$ cat src/brl_pkg.sv
// shared types, constants and helpers for the line rasterizer
// used by brl_front, brl_job_queue, brl_walker and the top level
package brl_pkg;

    localparam int COORD_W     = 6;
    localparam int COLOR_W     = 32;
    localparam int TILE_SIZE   = 64;
    localparam int QUEUE_DEPTH = 2;
    localparam int QPTR_W      = (QUEUE_DEPTH > 1) ? $clog2(QUEUE_DEPTH) : 1;
    localparam int QCNT_W      = $clog2(QUEUE_DEPTH + 1);
    // error term spans -dmaj .. 3*dmaj, plus sign
    localparam int ERR_W       = COORD_W + 3;

    localparam logic [COORD_W:0]   TILE_LIM = (COORD_W + 1)'(TILE_SIZE);
    localparam logic [COORD_W-1:0] TILE_MAX = COORD_W'(TILE_SIZE - 1);

    localparam logic [COLOR_W-1:0] DRAW_COLOR_RESET = '1;

    // one line after setup, ready to walk
    typedef struct packed {
        logic               steep;
        logic               minor_up;
        logic [COORD_W-1:0] start_major;
        logic [COORD_W-1:0] start_minor;
        logic [COORD_W-1:0] end_major;
        logic [COORD_W-1:0] dmaj;
        logic [COORD_W:0]   step2;
    } t_line_job;

    // coordinates at or past the tile edge saturate to the last column
    function automatic logic [COORD_W-1:0] clamp_coord(input logic [COORD_W-1:0] v);
        logic [COORD_W-1:0] r;
        r = v;
        if ({1'b0, v} >= TILE_LIM) begin
            r = TILE_MAX;
        end
        return r;
    endfunction

endpackage

$ cat src/brl_front.sv
// line setup: clamps endpoints, picks the major axis and orders the walk
// depends on brl_pkg
module brl_front (
    input  logic [brl_pkg::COORD_W-1:0] i_x_start,
    input  logic [brl_pkg::COORD_W-1:0] i_y_start,
    input  logic [brl_pkg::COORD_W-1:0] i_x_end,
    input  logic [brl_pkg::COORD_W-1:0] i_y_end,
    output brl_pkg::t_line_job          o_job
);
    import brl_pkg::*;

    logic [COORD_W-1:0] ax, ay, bx, by;
    logic [COORD_W:0]   dx, dy, dmin_s;
    logic [COORD_W-1:0] adx, ady, admin;
    logic               steep;
    logic [COORD_W-1:0] p_maj, p_min, q_maj, q_min;
    logic [COORD_W-1:0] s_maj, s_min, e_maj, e_min;

    // clamp and measure both axes
    always_comb begin
        ax  = clamp_coord(i_x_start);
        ay  = clamp_coord(i_y_start);
        bx  = clamp_coord(i_x_end);
        by  = clamp_coord(i_y_end);
        dx  = {1'b0, bx} - {1'b0, ax};
        dy  = {1'b0, by} - {1'b0, ay};
        adx = dx[COORD_W] ? COORD_W'(-dx) : dx[COORD_W-1:0];
        ady = dy[COORD_W] ? COORD_W'(-dy) : dy[COORD_W-1:0];
    end

    // steep lines walk along y; ties stay on x
    always_comb begin
        steep = (adx < ady);
        p_maj = steep ? ay : ax;
        p_min = steep ? ax : ay;
        q_maj = steep ? by : bx;
        q_min = steep ? bx : by;
    end

    // order endpoints for increasing major coordinate
    always_comb begin
        if (q_maj < p_maj) begin
            s_maj = q_maj;
            s_min = q_min;
            e_maj = p_maj;
            e_min = p_min;
        end else begin
            s_maj = p_maj;
            s_min = p_min;
            e_maj = q_maj;
            e_min = q_min;
        end
        dmin_s = {1'b0, e_min} - {1'b0, s_min};
        admin  = dmin_s[COORD_W] ? COORD_W'(-dmin_s) : dmin_s[COORD_W-1:0];
    end

    // pack the walk setup
    always_comb begin
        o_job.steep       = steep;
        o_job.minor_up    = (e_min > s_min);
        o_job.start_major = s_maj;
        o_job.start_minor = s_min;
        o_job.end_major   = e_maj;
        o_job.dmaj        = e_maj - s_maj;
        o_job.step2       = {admin, 1'b0};
    end

endmodule

$ cat src/brl_job_queue.sv
// short fifo of set-up lines between the front and the walker
// depends on brl_pkg
module brl_job_queue (
    input  logic                i_clk,
    input  logic                i_rst_n,
    input  logic                i_push,
    input  brl_pkg::t_line_job  i_job,
    output logic                o_full,
    input  logic                i_pop,
    output logic                o_valid,
    output brl_pkg::t_line_job  o_job
);
    import brl_pkg::*;

    t_line_job          r_mem [QUEUE_DEPTH];
    logic [QPTR_W-1:0]  r_wr_ptr, n_wr_ptr;
    logic [QPTR_W-1:0]  r_rd_ptr, n_rd_ptr;
    logic [QCNT_W-1:0]  r_count,  n_count;

    // pointer wrap
    function automatic logic [QPTR_W-1:0] ptr_inc(input logic [QPTR_W-1:0] p);
        logic [QPTR_W-1:0] r;
        r = (p == QPTR_W'(QUEUE_DEPTH - 1)) ? '0 : p + 1'b1;
        return r;
    endfunction

    assign o_full  = (r_count == QCNT_W'(QUEUE_DEPTH));
    assign o_valid = (r_count != '0);
    assign o_job   = r_mem[r_rd_ptr];

    // next pointers and fill level
    always_comb begin
        n_wr_ptr = i_push ? ptr_inc(r_wr_ptr) : r_wr_ptr;
        n_rd_ptr = i_pop  ? ptr_inc(r_rd_ptr) : r_rd_ptr;
        n_count  = r_count;
        if (i_push && !i_pop) begin
            n_count = r_count + 1'b1;
        end else if (!i_push && i_pop) begin
            n_count = r_count - 1'b1;
        end
    end

    // control state
    always_ff @(posedge i_clk) begin
        if (!i_rst_n) begin
            r_wr_ptr <= '0;
            r_rd_ptr <= '0;
            r_count  <= '0;
        end else begin
            r_wr_ptr <= n_wr_ptr;
            r_rd_ptr <= n_rd_ptr;
            r_count  <= n_count;
        end
    end

    // storage
    always_ff @(posedge i_clk) begin
        if (i_push) begin
            r_mem[r_wr_ptr] <= i_job;
        end
    end

endmodule

$ cat src/brl_walker.sv
// bresenham walk: one pixel per cycle into an output register while the output is not stalled
// depends on brl_pkg
module brl_walker (
    input  logic                        i_clk,
    input  logic                        i_rst_n,
    input  logic                        i_job_valid,
    input  brl_pkg::t_line_job          i_job,
    output logic                        o_job_pop,
    input  logic [brl_pkg::COLOR_W-1:0] i_color,
    output logic                        o_pixel_valid,
    input  logic                        i_pixel_stall,
    output logic [brl_pkg::COORD_W-1:0] o_pixel_x,
    output logic [brl_pkg::COORD_W-1:0] o_pixel_y,
    output logic [brl_pkg::COLOR_W-1:0] o_pixel_color,
    output logic                        o_last_pixel
);
    import brl_pkg::*;

    typedef enum logic {
        ST_IDLE,
        ST_WALK
    } t_state;

    t_state                    r_state;
    logic                      r_steep;
    logic                      r_minor_up;
    logic [COORD_W-1:0]        r_major;
    logic [COORD_W-1:0]        r_minor;
    logic [COORD_W-1:0]        r_end;
    logic [COORD_W-1:0]        r_dmaj;
    logic [COORD_W:0]          r_step2;
    logic signed [ERR_W-1:0]   r_err;
    logic                      r_out_valid;
    logic [COORD_W-1:0]        r_out_x;
    logic [COORD_W-1:0]        r_out_y;
    logic [COLOR_W-1:0]        r_out_color;
    logic                      r_out_last;

    logic                      out_free;
    logic                      emit;
    logic                      at_end;
    logic signed [ERR_W-1:0]   err_sum;
    logic                      minor_step;
    logic signed [ERR_W-1:0]   n_err;
    logic [COORD_W-1:0]        n_minor;

    assign out_free  = !r_out_valid || !i_pixel_stall;
    assign emit      = (r_state == ST_WALK) && out_free;
    assign o_job_pop = (r_state == ST_IDLE) && i_job_valid;
    assign at_end    = (r_major == r_end);

    // error update for the next pixel
    always_comb begin
        err_sum    = r_err + $signed({2'b00, r_step2});
        minor_step = (err_sum > $signed({3'b000, r_dmaj}));
        n_err      = minor_step ? err_sum - $signed({2'b00, r_dmaj, 1'b0}) : err_sum;
        n_minor    = r_minor_up ? r_minor + 1'b1 : r_minor - 1'b1;
    end

    // walk sequencer and output register
    always_ff @(posedge i_clk) begin
        if (!i_rst_n) begin
            r_state     <= ST_IDLE;
            r_out_valid <= 1'b0;
        end else begin
            if (out_free) begin
                r_out_valid <= emit;
            end
            unique case (r_state)
                ST_IDLE: begin
                    if (i_job_valid) begin
                        r_state <= ST_WALK;
                    end
                end
                ST_WALK: begin
                    if (emit && at_end) begin
                        r_state <= ST_IDLE;
                    end
                end
                default: begin
                    r_state <= ST_IDLE;
                end
            endcase
        end
    end

    // datapath: load a job, then step once per emitted pixel
    always_ff @(posedge i_clk) begin
        if (o_job_pop) begin
            r_steep    <= i_job.steep;
            r_minor_up <= i_job.minor_up;
            r_major    <= i_job.start_major;
            r_minor    <= i_job.start_minor;
            r_end      <= i_job.end_major;
            r_dmaj     <= i_job.dmaj;
            r_step2    <= i_job.step2;
            r_err      <= '0;
        end else if (emit) begin
            r_major <= r_major + 1'b1;
            r_err   <= n_err;
            if (minor_step) begin
                r_minor <= n_minor;
            end
        end
        if (emit) begin
            r_out_x     <= r_steep ? r_minor : r_major;
            r_out_y     <= r_steep ? r_major : r_minor;
            r_out_color <= i_color;
            r_out_last  <= at_end;
        end
    end

    assign o_pixel_valid = r_out_valid;
    assign o_pixel_x     = r_out_x;
    assign o_pixel_y     = r_out_y;
    assign o_pixel_color = r_out_color;
    assign o_last_pixel  = r_out_last;

endmodule

$ cat src/bresenham_line_rasterizer_core.sv
// top level of the bresenham line rasterizer: setup, job queue, walker
// depends on brl_pkg, brl_front, brl_job_queue, brl_walker
//
// channel   direction  handshake                        payload
// line      in         i_line_valid / o_line_stall      x_start y_start x_end y_end
// pixel     out        o_pixel_valid / i_pixel_stall    pixel_x pixel_y pixel_color last_pixel
// cfg       in         i_cfg_valid / o_cfg_ready        draw_color
//
// a line of n pixels (n = major distance + 1, 1..64) is walked by first loading the job from
// the queue, then one pixel per cycle while the output is not stalled.
// setup is done on the way into the two-entry job queue, so lines are taken while
// the walker is busy until the queue fills; o_line_stall is the queue-full flag.
// i_pixel_stall holds a waiting pixel in the output register and freezes the walk.
// synchronous active-low reset empties the queue, idles the walker and sets
// draw_color to all ones.
module bresenham_line_rasterizer_core (
    input  logic                        i_clk,
    input  logic                        i_rst_n,
    input  logic                        i_line_valid,
    output logic                        o_line_stall,
    input  logic [brl_pkg::COORD_W-1:0] i_x_start,
    input  logic [brl_pkg::COORD_W-1:0] i_y_start,
    input  logic [brl_pkg::COORD_W-1:0] i_x_end,
    input  logic [brl_pkg::COORD_W-1:0] i_y_end,
    output logic                        o_pixel_valid,
    input  logic                        i_pixel_stall,
    output logic [brl_pkg::COORD_W-1:0] o_pixel_x,
    output logic [brl_pkg::COORD_W-1:0] o_pixel_y,
    output logic [brl_pkg::COLOR_W-1:0] o_pixel_color,
    output logic                        o_last_pixel,
    input  logic                        i_cfg_valid,
    output logic                        o_cfg_ready,
    input  logic [brl_pkg::COLOR_W-1:0] i_cfg_draw_color
);
    import brl_pkg::*;

    logic [COLOR_W-1:0] r_draw_color;
    t_line_job          setup_job;
    t_line_job          queue_job;
    logic               queue_full;
    logic               queue_valid;
    logic               queue_pop;
    logic               line_xfer;

    assign o_cfg_ready  = 1'b1;
    assign o_line_stall = queue_full;
    assign line_xfer    = i_line_valid && !queue_full;

    // draw color register
    always_ff @(posedge i_clk) begin
        if (!i_rst_n) begin
            r_draw_color <= DRAW_COLOR_RESET;
        end else if (i_cfg_valid && o_cfg_ready) begin
            r_draw_color <= i_cfg_draw_color;
        end
    end

    brl_front u_front (
        .i_x_start (i_x_start),
        .i_y_start (i_y_start),
        .i_x_end   (i_x_end),
        .i_y_end   (i_y_end),
        .o_job     (setup_job)
    );

    brl_job_queue u_queue (
        .i_clk   (i_clk),
        .i_rst_n (i_rst_n),
        .i_push  (line_xfer),
        .i_job   (setup_job),
        .o_full  (queue_full),
        .i_pop   (queue_pop),
        .o_valid (queue_valid),
        .o_job   (queue_job)
    );

    brl_walker u_walker (
        .i_clk         (i_clk),
        .i_rst_n       (i_rst_n),
        .i_job_valid   (queue_valid),
        .i_job         (queue_job),
        .o_job_pop     (queue_pop),
        .i_color       (r_draw_color),
        .o_pixel_valid (o_pixel_valid),
        .i_pixel_stall (i_pixel_stall),
        .o_pixel_x     (o_pixel_x),
        .o_pixel_y     (o_pixel_y),
        .o_pixel_color (o_pixel_color),
        .o_last_pixel  (o_last_pixel)
    );

    // an accepted line is waiting in the queue on the next cycle
    a_line_queued: assert property (@(posedge i_clk) disable iff (!i_rst_n)
        line_xfer |=> queue_valid)
        else $error("accepted line missing from job queue");

    // a pixel that is not the last one is followed at once by the next
    a_walk_continues: assert property (@(posedge i_clk) disable iff (!i_rst_n)
        (o_pixel_valid && !i_pixel_stall && !o_last_pixel) |=> o_pixel_valid)
        else $error("walk stopped before last pixel");

    // the walker only pops when the queue holds a job
    a_pop_nonempty: assert property (@(posedge i_clk) disable iff (!i_rst_n)
        queue_pop |-> queue_valid)
        else $error("pop from empty job queue");

endmodule

$ cat config.mk
export PLATFORM = sky130hd
export DESIGN_NAME = bresenham_line_rasterizer_core
export DESIGN_NICKNAME = d
export VERILOG_FILES = /design/src/brl_pkg.sv /design/src/brl_front.sv /design/src/brl_job_queue.sv /design/src/brl_walker.sv /design/src/bresenham_line_rasterizer_core.sv
export SDC_FILE = /design/constraint.sdc
export NUM_CORES = 1
export LEC_CHECK = 0
export BUFFER_PORTS_ARGS = -buffer_cell sky130_fd_sc_hd__buf_2
export CAP_MARGIN = 25
export CORE_ASPECT_RATIO = 1.5
export CORE_MARGIN = 2
export CORE_UTILIZATION = 50
export CTS_CLUSTER_DIAMETER = 60
export DETAILED_ROUTE_END_ITERATION = 12
export GPL_ROUTABILITY_DRIVEN = 0
export HOLD_SLACK_MARGIN = 0.05
export PLACE_DENSITY = 0.77
export SYNTH_ARGS = -nofsm -noshare
export SYNTH_HDL_FRONTEND = slang
export SYNTH_HIERARCHICAL = 1
export SYNTH_SLANG_ARGS = --single-unit
$ cat constraint.sdc
create_clock -name i_clk -period 8.25 [get_ports i_clk]
set_clock_uncertainty 0.05 [all_clocks]
set_input_delay 0.825 -clock i_clk [delete_from_list [all_inputs] [get_ports i_clk]]
set_output_delay 0.825 -clock i_clk [all_outputs]
set_load 0.02 [all_outputs]
==> flow_summary.ini <==
[worst_hold_path]
hp-class = reg -> reg
min_to = u_walker/o_pixel_color[8]
hold_depth = 0
worstHoldStart = r_draw_color[8]

[timing]
whs_ps = 379.6
rsz0062_at_grt = false
fin_crit_ps = 7737
slew_headroom_pct = 35.47
max_freq_mhz = 129.3
hold_viol = 0
setup_violations = 0
worst_pin_slew_ps = 968.0
period_share_pct = 93.78
drv_slew = 0

[setup_path]
worst_r2r_endpoint = u_walker/r_minor[5]
worstSetupPathType = in -> reg
slowest_stage = fa_1
r2r_setup_slack_ps = 4680
crit_path_start_kind = primary input
cp_num_buf_inv = 6
rr_worst_depth = 13
critical_path.max_stage_delay_ps = 400
cp_top_family = compound AO/OA/AOI/OAI gates
setup.worst_path.end_class = flip-flop
arrival_ps = 7850
crit_start = i_x_end[0]
worstPathRequired_ps = 8360
critPathMaxFanout = 28
reg2reg_from = u_walker/r_step2[0]

[final_layout]
final_nets = 1095
diodes = 0
multi_input_area_um2 = 4596
fillers = 1625
area_delta_synth_final_pct = 13.67
fin_cells = 1249
register_area_um2 = 5286
drive_gt1_share_pct = 23.55

[clocking]
path_clk_slew_ps = 70
cts_buffer_depth = 2
htreeDepth = 4
tritoncts = done
insertion_delay_ps = 430
root_buffer = clkbuf_16
hold_buffers = 0
cts_buffers = 17
cts_num_sinks = 192

[yosys]
postSynthCellCount = 862
synth-seq-cells = 192
synth.avg_cell_area_um2 = 11.88
ys_types = 82
synth_enable_flop_cells = 144
syn_area_um2 = 10240
synth_top_area_cell = edfxtp_1
async_flop_share_pct = 0
synthSimpleGateAreaFrac_pct = 8.798
synth-compound-area-share_pct = 10.97
synth_xor_area_share_pct = 4.863
yosys-top-cells-area = edfxtp_1 42%, dfxtp_1 9.4%, ha_1 6.8%
netlist_top_cells_count = 144 x edfxtp_1, 81 x nand2_1, 64 x mux2i_1
synth_top_family_by_area = multiplexers
yosysMostFrequentCell = edfxtp_1
yosys_warnings = 6
ys_seq_area_share_pct = 51.61
synth_top_cell_area_share_pct = 42.23
syn_nets = 985
synth-main-ff-cell = edfxtp_1
synthMuxAreaShare_pct = 11.90
synthAdderAreaFrac_pct = 8.126

[floorplanning]
core_um2 = 20260
die_width_um = 120.8
fp.dieArea_um2 = 21660
ios = 109
die_h_um = 179.3
row_count = 64
start_util_pct = 50.54

[grt]
grt_pass1_vias = 6560
overflow = 0
track_usage_pct = 18.98
antenna_found_initial = 0
grt_start_max_net_pins = 40
grt_first_pass_wirelength_um = 32440

[placement]
port_buffers = 107
dp.cells = 1214
hpwl_um = 14630

[routing]
ant_nets = 0
first_pass_iters = 5
drt-wirelength-per-cell_um = 16.20
route.detailed.drc = 0
via_per_inst = 5.452
routed_wl_um = 20230
vias = 6809
drtIter0Drc = 601

[run_status]
status = completed

[run]
cap_violations = 0
==> stage by stage <==
step                util [%]  area, µm²  setup WS, ps  setup TNS [ps]
global route           57.45      11640         41.70               0
CTS                    57.32      11610         408.2               0
detailed placement     54.33      11010        -18.74          -37.47
floorplan                  -      10240         638.8               0
finish                 57.45      11640         513.5               0
global placement       54.23      10990         303.1               0
==> layer usage <==
metal | track usage, % | share of wire (%)
met3 | 2.926 | 4.6
met5 | 0 | 0
met2 | 34.50 | 53
met4 | 8.430 | 2.7
met1 | 21.83 | 40
==> registers in the layout (all words and copies together), names as in the netlist, 2 cells and up, named ones only <==
register,cells
u_walker/r_step2,7
u_walker/o_pixel_x,6
u_walker/r_dmaj,6
u_walker/o_pixel_y,6
u_walker/r_err,9
u_walker/r_minor,6
r_draw_color,32
u_walker/r_end,6
u_queue/r_mem,66
u_walker/o_pixel_color,32
u_queue/r_count,2
u_walker/r_major,6
==> cell type report <==
cell class / instances / area share [%]
clock buffers: 18 / 3.870
inverters: 43 / 1.387
repair buffers: 122 / 5.676
multi-input cells: 596 / 39.48
well taps: 264 / 2.838
clock inverters: 14 / 1.333
flip-flops and latches: 192 / 45.42
==> cell usage in the layout (no fill, tap or decap), types with 3 or more instances in the layout <==
cell type / count
edfxtp_1: 144
nand2b_1: 7
buf_2: 107
nand4_1: 4
o21ai_1: 4
a21o_1: 13
xor2_1: 22
fa_1: 6
o21bai_1: 5
a31oi_1: 6
o31a_1: 3
a211oi_1: 5
mux2_2: 50
o31ai_1: 3
clkbuf_16: 18
inv_6: 4
a21oi_1: 49
nor3_1: 4
and2_1: 8
o21a_1: 10
o21ai_0: 35
buf_4: 14
o21ai_2: 3
ha_1: 56
nor2b_1: 11
nand3_1: 10
inv_8: 3
nor2_1: 47
clkinv_8: 4
nand2_1: 81
xnor2_1: 33
dfxtp_1: 47
mux2i_1: 64
inv_1: 40
a211o_1: 4
==> cells by family (layout without fill, tap and decap cells) <==
family	count (synthesis)	in the layout
simple gates	191	191
xor+xnor	56	56
mux	115	115
buf+inv	75	197
other cells	2	2
compound gates	168	169
flops	192	192
fa+ha+maj	63	63
==> worst max-delay path by stage <==
stage	endpoint	slack, ps	depth (start not counted)
6_report	u_queue/r_mem[0][5]	510	34
5_1_grt	u_queue/r_mem[0][5]	40	34
4_1_cts	u_queue/r_mem[0][5]	410	34
3_5_place_dp	u_queue/r_mem[0][5]	-20	34
3_3_place_gp	u_queue/r_mem[1][5]	300	36
2_1_floorplan	u_queue/r_mem[0][5]	640	37
==> worst reg2reg max path, delay by kind of cell, from the launching register on <==
kind / cells / cell delay [ps]
XOR/XNOR: 1 / 210
AND/OR/NAND/NOR: 2 / 390
buffers and inverters: 1 / 220
adder cells (fa/ha/maj): 3 / 1000
flip-flops: 1 / 390
AO/OA/AOI/OAI: 6 / 1070
==> timing repair <==
action                     in CTS  in global routing
resized for setup               0                  1
setup endpoints to repair       0                 10
setup buffers                   0                  2
Power is left out: the tool's default activity adds up to more than one toggle a clock period on the data nets, which glitch-free logic cannot reach.
